File: src/pugs_pkg.sv
// Shared types and constants for the pooled unit grant scheduler.
// No dependencies; imported by the controller, the datapath and the top level.
`timescale 1ns / 1ps

package pugs_pkg;

	// default configuration
	localparam int UNITS_DEF       = 5;
	localparam int QUEUE_DEPTH_DEF = 3;

	// item kinds
	localparam logic KIND_REQ = 1'b0;
	localparam logic KIND_REL = 1'b1;

	// result status codes
	typedef enum logic [1:0] {
		STAT_OK       = 2'd0,
		STAT_QFULL    = 2'd1,
		STAT_BAD_IDX  = 2'd2,
		STAT_FREE_REL = 2'd3
	} status_t;

	// input item
	typedef struct packed {
		logic       kind;
		logic [7:0] requester_id;
		logic [2:0] unit_count;
		logic [2:0] released_unit;
	} in_item_t;

	// result item
	typedef struct packed {
		logic       granted;
		logic [2:0] unit_index;
		logic [7:0] grantee_id;
		status_t    status;
		logic [2:0] units_free;
		logic       last;
	} out_item_t;

	// controller states
	typedef enum logic [1:0] {
		S_IDLE,
		S_SCAN,
		S_GRANT,
		S_FINISH
	} state_t;

	// controller to datapath commands
	typedef struct packed {
		logic load;      // take the accepted item
		logic take;      // current queue entry is chosen
		logic keep;      // current queue entry stays, compact it
		logic commit;    // write back the compacted fill level
		logic grant;     // grant one unit to the chosen entry
		logic finish;    // emit the closing result
	} dp_cmd_t;

	// datapath to controller status
	typedef struct packed {
		logic scan_end;    // scan index reached fill level
		logic head_fail;   // head entry does not fit
		logic fits;        // current entry fits in free units
		logic cnt_zero;    // current entry asks for no units
		logic grant_last;  // last unit of the chosen entry
		logic hold_valid;  // a grant result is held back
		logic out_free;    // output register can take a result
	} dp_sts_t;

endpackage

File: src/pugs_ctrl.sv
// Controller state machine for the pooled unit grant scheduler.
// Depends on pugs_pkg; drives the datapath through dp_cmd_t.
`timescale 1ns / 1ps

module pugs_ctrl (
	input  logic              clk,
	input  logic              arst_n,
	input  logic              cmd_valid,
	output logic              cmd_stall,
	input  pugs_pkg::dp_sts_t sts,
	output pugs_pkg::dp_cmd_t ctl
);
	import pugs_pkg::*;

	state_t state_q;
	state_t state_d;

	// state register
	always_ff @(posedge clk or negedge arst_n) begin
		if (!arst_n) begin
			state_q <= S_IDLE;
		end else begin
			state_q <= state_d;
		end
	end

	// next state
	always_comb begin
		state_d = state_q;
		unique case (state_q)
			S_IDLE: begin
				if (cmd_valid) state_d = S_SCAN;
			end
			S_SCAN: begin
				priority if (sts.scan_end) state_d = S_FINISH;
				else if (sts.head_fail) state_d = S_FINISH;
				else if (sts.fits && !sts.cnt_zero) state_d = S_GRANT;
				else state_d = S_SCAN;
			end
			S_GRANT: begin
				if ((!sts.hold_valid || sts.out_free) && sts.grant_last) state_d = S_SCAN;
			end
			S_FINISH: begin
				if (sts.out_free) state_d = S_IDLE;
			end
			default: state_d = S_IDLE;
		endcase
	end

	// outputs
	always_comb begin
		ctl       = '0;
		cmd_stall = 1'b1;
		unique case (state_q)
			S_IDLE: begin
				cmd_stall = 1'b0;
				ctl.load  = cmd_valid;
			end
			S_SCAN: begin
				priority if (sts.scan_end) ctl.commit = 1'b1;
				else if (sts.head_fail) ctl = '0;
				else if (sts.fits) ctl.take = 1'b1;
				else ctl.keep = 1'b1;
			end
			S_GRANT: begin
				ctl.grant = !sts.hold_valid || sts.out_free;
			end
			S_FINISH: begin
				ctl.finish = sts.out_free;
			end
			default: ctl = '0;
		endcase
	end

endmodule

File: src/pugs_dp.sv
// Datapath for the pooled unit grant scheduler: busy map, request queue,
// grant hold stage and output register. Depends on pugs_pkg.
`timescale 1ns / 1ps

module pugs_dp #(
	parameter int UNITS       = pugs_pkg::UNITS_DEF,
	parameter int QUEUE_DEPTH = pugs_pkg::QUEUE_DEPTH_DEF
) (
	input  logic                clk,
	input  logic                arst_n,
	input  pugs_pkg::in_item_t  cmd,
	input  pugs_pkg::dp_cmd_t   ctl,
	output pugs_pkg::dp_sts_t   sts,
	output logic                rsp_valid,
	input  logic                rsp_stall,
	output pugs_pkg::out_item_t rsp
);
	import pugs_pkg::*;

	localparam int IDX_W  = (UNITS > 1) ? $clog2(UNITS) : 1;
	localparam int CNT_W  = $clog2(UNITS + 1);
	localparam int CMP_W  = (CNT_W > 3) ? CNT_W : 3;
	localparam int QPTR_W = (QUEUE_DEPTH > 1) ? $clog2(QUEUE_DEPTH) : 1;
	localparam int QCNT_W = $clog2(QUEUE_DEPTH + 1);

	// control state
	logic [UNITS-1:0]  busy_q;
	logic [CNT_W-1:0]  free_q;
	logic [QCNT_W-1:0] fill_q;
	logic [QCNT_W-1:0] rd_q;
	logic [QCNT_W-1:0] wr_q;
	logic              hold_v_q;
	logic              out_v_q;

	// payload state
	logic [2:0]        q_cnt_q [QUEUE_DEPTH];
	logic [7:0]        q_id_q  [QUEUE_DEPTH];
	logic [2:0]        left_q;
	logic [7:0]        gid_q;
	status_t           status_q;
	out_item_t         hold_q;
	out_item_t         out_q;

	logic [2:0]        cur_cnt;
	logic [7:0]        cur_id;
	logic              fits;
	logic [IDX_W-1:0]  low_u;
	logic              rel_bad;
	logic              rel_busy;
	logic              q_full;
	logic              out_free;
	status_t           status_d;

	// current queue entry
	assign cur_cnt = q_cnt_q[rd_q[QPTR_W-1:0]];
	assign cur_id  = q_id_q[rd_q[QPTR_W-1:0]];
	assign fits    = CMP_W'(cur_cnt) <= CMP_W'(free_q);

	// lowest free unit
	always_comb begin
		low_u = '0;
		for (int k = UNITS - 1; k >= 0; k--) begin
			if (!busy_q[k]) low_u = IDX_W'(k);
		end
	end

	// item checks
	assign rel_bad  = {3'b000, cmd.released_unit} >= 6'(UNITS);
	assign rel_busy = busy_q[0 +: UNITS] >> cmd.released_unit != '0
		&& ((busy_q >> cmd.released_unit) & UNITS'(1)) != '0;
	assign q_full   = fill_q >= QCNT_W'(QUEUE_DEPTH);

	always_comb begin
		status_d = STAT_OK;
		if (cmd.kind == KIND_REQ) begin
			if (q_full) status_d = STAT_QFULL;
		end else begin
			priority if (rel_bad) status_d = STAT_BAD_IDX;
			else if (!rel_busy) status_d = STAT_FREE_REL;
			else status_d = STAT_OK;
		end
	end

	assign out_free = !out_v_q || !rsp_stall;

	// status to controller
	assign sts.scan_end   = rd_q == fill_q;
	assign sts.head_fail  = (rd_q == '0) && !fits;
	assign sts.fits       = fits;
	assign sts.cnt_zero   = cur_cnt == 3'd0;
	assign sts.grant_last = left_q == 3'd1;
	assign sts.hold_valid = hold_v_q;
	assign sts.out_free   = out_free;

	// control registers
	always_ff @(posedge clk or negedge arst_n) begin
		if (!arst_n) begin
			busy_q   <= '0;
			free_q   <= CNT_W'(UNITS);
			fill_q   <= '0;
			rd_q     <= '0;
			wr_q     <= '0;
			hold_v_q <= 1'b0;
			out_v_q  <= 1'b0;
		end else begin
			if (ctl.load) begin
				rd_q     <= '0;
				wr_q     <= '0;
				hold_v_q <= 1'b0;
				if (cmd.kind == KIND_REQ) begin
					if (!q_full) fill_q <= fill_q + QCNT_W'(1);
				end else if (status_d == STAT_OK) begin
					busy_q <= busy_q & ~(UNITS'(1) << cmd.released_unit);
					free_q <= free_q + CNT_W'(1);
				end
			end
			if (ctl.take) rd_q <= rd_q + QCNT_W'(1);
			if (ctl.keep) begin
				rd_q <= rd_q + QCNT_W'(1);
				wr_q <= wr_q + QCNT_W'(1);
			end
			if (ctl.commit) fill_q <= wr_q;
			if (ctl.grant) begin
				busy_q[low_u] <= 1'b1;
				free_q        <= free_q - CNT_W'(1);
				hold_v_q      <= 1'b1;
			end
			if (ctl.finish) hold_v_q <= 1'b0;
			// output register: loaded by a pushed result, emptied when taken
			if ((ctl.grant && hold_v_q) || ctl.finish) begin
				out_v_q <= 1'b1;
			end else if (!rsp_stall) begin
				out_v_q <= 1'b0;
			end
		end
	end

	// payload registers
	always_ff @(posedge clk) begin
		if (ctl.load) begin
			status_q <= status_d;
			if (cmd.kind == KIND_REQ && !q_full) begin
				q_cnt_q[fill_q[QPTR_W-1:0]] <= cmd.unit_count;
				q_id_q[fill_q[QPTR_W-1:0]]  <= cmd.requester_id;
			end
		end
		if (ctl.take) begin
			left_q <= cur_cnt;
			gid_q  <= cur_id;
		end
		if (ctl.keep) begin
			q_cnt_q[wr_q[QPTR_W-1:0]] <= cur_cnt;
			q_id_q[wr_q[QPTR_W-1:0]]  <= cur_id;
		end
		if (ctl.grant) begin
			left_q            <= left_q - 3'd1;
			hold_q.granted    <= 1'b1;
			hold_q.unit_index <= 3'(low_u);
			hold_q.grantee_id <= gid_q;
			hold_q.status     <= status_q;
			hold_q.units_free <= 3'(free_q - CNT_W'(1));
			hold_q.last       <= 1'b0;
			if (hold_v_q) out_q <= hold_q;
		end
		if (ctl.finish) begin
			if (hold_v_q) begin
				out_q.granted    <= hold_q.granted;
				out_q.unit_index <= hold_q.unit_index;
				out_q.grantee_id <= hold_q.grantee_id;
				out_q.status     <= hold_q.status;
				out_q.units_free <= hold_q.units_free;
				out_q.last       <= 1'b1;
			end else begin
				out_q.granted    <= 1'b0;
				out_q.unit_index <= 3'd0;
				out_q.grantee_id <= 8'd0;
				out_q.status     <= status_q;
				out_q.units_free <= 3'(free_q);
				out_q.last       <= 1'b1;
			end
		end
	end

	assign rsp_valid = out_v_q;
	assign rsp       = out_q;

	// free count tracks the busy map
	a_free_matches: assert property (@(posedge clk) disable iff (!arst_n)
		$countones(busy_q) + int'(free_q) == UNITS)
		else $error("free count out of step with busy map");

	// a grant always finds a free unit
	a_grant_has_unit: assert property (@(posedge clk) disable iff (!arst_n)
		ctl.grant |-> free_q != '0)
		else $error("grant with no free unit");

	// queue never overfills
	a_fill_bound: assert property (@(posedge clk) disable iff (!arst_n)
		fill_q <= QCNT_W'(QUEUE_DEPTH))
		else $error("queue fill beyond depth");

	// a pushed result never overwrites one still waiting
	a_no_overwrite: assert property (@(posedge clk) disable iff (!arst_n)
		(out_v_q && rsp_stall) |-> !((ctl.grant && hold_v_q) || ctl.finish))
		else $error("output register overwritten");

endmodule

File: src/pooled_unit_grant_scheduler_unit.sv
// Top level of the pooled unit grant scheduler.
// Depends on pugs_pkg, pugs_ctrl and pugs_dp.
`timescale 1ns / 1ps

// The block keeps a busy map over UNITS identical units and a queue of up to
// QUEUE_DEPTH pending requests. Each item is a request (queued, or rejected
// with status 1 when the queue is full) or the release of one unit (status 2
// for an index at or above UNITS, status 3 for a unit already free). After
// each item, if the head request fits in the free units, the queue is scanned
// in order and every request that still fits is granted the lowest free
// units, one result per unit; the chosen requests leave the queue. Every item
// gives at least one result and the final one carries last. Items are taken
// one at a time: an item occupies the block for its acceptance, one scan
// step per queue entry visited by the scan, one more when the scan runs to
// the end of the queue, one grant per unit granted and the closing result.
// The scan sequencer visits one queue entry or issues one grant per cycle,
// a grant waiting while a held result cannot pass to a stalled output. A
// result waiting on a stalled output stretches the occupancy further.
module pooled_unit_grant_scheduler_unit #(
	parameter int UNITS       = pugs_pkg::UNITS_DEF,
	parameter int QUEUE_DEPTH = pugs_pkg::QUEUE_DEPTH_DEF
) (
	input  logic                clk,
	input  logic                arst_n,
	input  logic                cmd_valid,
	output logic                cmd_stall,
	input  pugs_pkg::in_item_t  cmd,
	output logic                rsp_valid,
	input  logic                rsp_stall,
	output pugs_pkg::out_item_t rsp
);
	import pugs_pkg::*;

	dp_cmd_t ctl;
	dp_sts_t sts;

	// sequencer
	pugs_ctrl u_ctrl (
		.clk       (clk),
		.arst_n    (arst_n),
		.cmd_valid (cmd_valid),
		.cmd_stall (cmd_stall),
		.sts       (sts),
		.ctl       (ctl)
	);

	// busy map, queue and result registers
	pugs_dp #(
		.UNITS       (UNITS),
		.QUEUE_DEPTH (QUEUE_DEPTH)
	) u_dp (
		.clk       (clk),
		.arst_n    (arst_n),
		.cmd       (cmd),
		.ctl       (ctl),
		.sts       (sts),
		.rsp_valid (rsp_valid),
		.rsp_stall (rsp_stall),
		.rsp       (rsp)
	);

endmodule
File: config.mk
export PLATFORM = sky130hd
export DESIGN_NAME = pooled_unit_grant_scheduler_unit
export DESIGN_NICKNAME = d
export VERILOG_FILES = /design/src/pugs_pkg.sv /design/src/pugs_ctrl.sv /design/src/pugs_dp.sv /design/src/pooled_unit_grant_scheduler_unit.sv
export SDC_FILE = /design/constraint.sdc
export NUM_CORES = 1
export LEC_CHECK = 0
export ABC_AREA = 1
export BUFFER_PORTS_ARGS = -buffer_cell sky130_fd_sc_hd__buf_2
export CORE_MARGIN = 5
export CORE_UTILIZATION = 40
export CTS_CLUSTER_DIAMETER = 150
export DETAILED_ROUTE_END_ITERATION = 8
export PLACE_DENSITY = 0.61
export SLEW_MARGIN = 25
export SYNTH_ARGS = -nofsm -noshare
export SYNTH_HDL_FRONTEND = slang
export SYNTH_SLANG_ARGS = --single-unit
export TNS_END_PERCENT = 50
File: constraint.sdc
create_clock -name clk -period 8.6 [get_ports clk]
set_input_delay 1.72 -clock clk [delete_from_list [all_inputs] [get_ports clk]]
set_output_delay 1.72 -clock clk [all_outputs]
set_load 0.05 [all_outputs]
==> impl_metrics.tcl <==
set metrics [dict create \
    status "finished, final reports clean" \
    max_slew_margin 0.330 \
    cts_buffers 9 \
    hold_class "reg2reg" \
    synth-async-reset-ratio 0.184 \
    synth-edff-count 80 \
    drtAntennaViolNets 0 \
    post_drt_wl_per_cell_um 12.9 \
    cp.arrival_ns 3.65 \
    nets 473 \
    grt_pass1_wl_um 12700 \
    nFillCells 1013 \
    synth_ff_type "edfxtp_1" \
    period_share 0.426 \
    met1_usage 0.184 \
    grt_busiest_layer "met1" \
    synth-simple-area-share 0.194 \
    synthTopCellsByCount "nand2_1, edfxtp_1, inv_1" \
    syn-num-nets 432 \
    gr-usage-met2 0.179 \
    final.setup.tns_ns 0 \
    wirelength_um 7610 \
    synth.mux.area_fraction 0 \
    clockBufferDepth 2 \
    antenna_found_initial 0 \
    cts_resized 0 \
    netlist_area_um2 4370 \
    synth_top_area_frac 0.550 \
    gr-total-overflow 0 \
    drc 0 \
    vias_per_cell 4.64 \
    diodes 0 \
    power.total_uw 1970 \
    start_util 0.405 \
    cts.sinks 98 \
    synth_xor_area_frac 0.0160 \
    synth_largest_area_cell "edfxtp_1" \
    post_dp_cell_area_um2 4680 \
    htreeDepth 3 \
    coreArea_um2 10800 \
    irDropWorstVdd_mv 0.191 \
    path_max_fanout 18 \
    tritoncts "yes" \
    dr.pass1.iters 4 \
    yosysWarnings 0 \
    gp_congestion 0.836 \
    ctsHoldBuffers 0 \
    synthAdderAreaFrac 0.0258 \
    slowest_delay_ns 0.71 \
    crit_top_cell "nand2_1" \
    dieWidth_um 115 \
    vias 2739 \
    synth_compound_area_frac 0.0581 \
    worst_pin_slew_ns 1.00 \
    die_y_um 115 \
    syn_area_per_cell_um2 10.8 \
    maxSlewViolCount 0 \
    post_cts_buffers 0 \
    critPathLaunchType "register" \
    dieArea_um2 13100 \
    synth_top_family_by_area "simple AND/OR/NAND/NOR gates" \
    root_buffer "clkbuf_8" \
    finalInstanceArea_um2 4880 \
    rsz0062_at_grt "no" \
    portBuffers 38 \
    max_cap_violations 0 \
    rows 38 \
    critPathSlowestCell "nor2_1" \
    min_period_ns 3.66 \
    dp_hpwl_um 5720 \
    p_per_area_nw_per_um2 404 \
    grt_use_total 0.124 \
    required_ns 8.59 \
    grt_pass1_vias 2575 \
    hold_viol_final 0 \
    critical_path_class "reg2reg" \
    synthCells 404 \
    cp-end-kind "register" \
    fmaxAchievable_ghz 0.273 \
    syn_to_final_growth_pct 11.7 \
    ys_ff_latch 98 \
    grt_use_met3 0.0322 \
    initialDrtViolationCount 148 \
    finClkSkew_ns 0.00683 \
    cp_cell_sequence "inv_2 > or2_2 > nand2_1 > inv_1 > ha_1 > nand3_1 > nand2_1 > nand2_4 > inv_1 > nand3_2 > nand2_1 > nand3_1 > nor2_1" \
    synthDistinctLibCells 32 \
    p_leak_uw 0.00208 \
    netlist_top_cells_area "edfxtp_1, nand2_1, dfrtp_1, inv_1, nand3_1" \
    clk_pin_slew_worst_paths_ns 0.09 \
    ioPinCount 39 \
    synth.most_common_cell "nand2_1" \
    yosysSeqAreaShare 0.653 \
    drive_gt1_frac 0.178 \
    grt_max_degree 25 \
    clock_latency_ns 0.35 \
    setup_violations 0 \
]
## per-layer routing
layer	vias up	wire length, um
li1	1428	-
met1	1244	3840
met2	63	3270
met3	4	457
met4	0	41
met5	-	0
## stage by stage
stage	cells	utilization	setup WS (ns)	hold WS (ns)
after floorplan	404	-	5.23	0.400
after detailed placement	574	0.434	4.74	0.405
final	590	0.452	4.94	0.425
after global routing	590	0.452	4.59	0.445
after CTS	590	0.452	4.90	0.428
after global placement	574	0.434	4.75	0.407
## cell families (layout without fill, tap and decap cells)
kind of cell | Yosys count | count (layout)
compound gates | 47 | 47
xor+xnor | 8 | 8
fa+ha+maj | 9 | 9
flops | 98 | 98
simple gates | 188 | 188
buf+inv | 54 | 100
## placed cells by master, fill, tap and decap left out, types with 9 or more instances in the layout
cell type / instances
buf_2: 38
a21oi_1: 18
nand2_1: 110
dfrtp_1: 16
inv_1: 41
nor2_1: 31
ha_1: 9
edfxtp_1: 80
o21ai_0: 21
nand3_1: 26
clkbuf_8: 9
## critical path, delay by kind of cell, from the launching register on
kind                       cells  cell delay [ns]
and+or+nand+nor                9             2.00
adders and majority gates      1             0.31
buffers and inverters          3             0.39
DFF                            1             0.59
## area by class of cell
cell class | count | area, um2 | area share
clock buffers | 9 | 124 | 0.0254
flip-flops and latches | 98 | 2860 | 0.585
multi-input cells | 252 | 1290 | 0.264
clock inverters | 7 | 73.8 | 0.0151
repair buffers | 38 | 190 | 0.0390
inverters | 46 | 173 | 0.0354
well taps | 140 | 175 | 0.0359
## power by group
group | total, uW | internal, uW | switching, uW
registers | 848 | 766 | 81.7
logic | 824 | 222 | 602
clock network | 299 | 137 | 162
## state kept, by name, summed over array words and instances, names as in the netlist, 3 cells and up
signal        count
u_dp.busy_q       5
u_dp.free_q       3
u_dp.gid_q        8
u_dp.hold_q      16
u_dp.left_q       3
u_dp.q_cnt_q      9
u_dp.q_id_q      24
u_dp.rsp         18
## worst paths after layout
path                       cells past startpoint                 to     startpoint  slack (ns)
max                                           13  u_dp.q_id_q[2][1]   u_dp.rd_q[1]        4.94
min                                            0    u_dp.hold_q[12]  u_dp.gid_q[6]        0.43
max reg2reg                                   13  u_dp.q_id_q[2][1]   u_dp.rd_q[1]        4.94
min reg2reg                                    0    u_dp.hold_q[12]  u_dp.gid_q[6]        0.43
max in group asynchronous                      1     u_dp.free_q[2]         arst_n        6.94
min in group asynchronous                      1     u_dp.busy_q[4]         arst_n        1.30
Note: power is estimated with default switching activity, not from simulation.
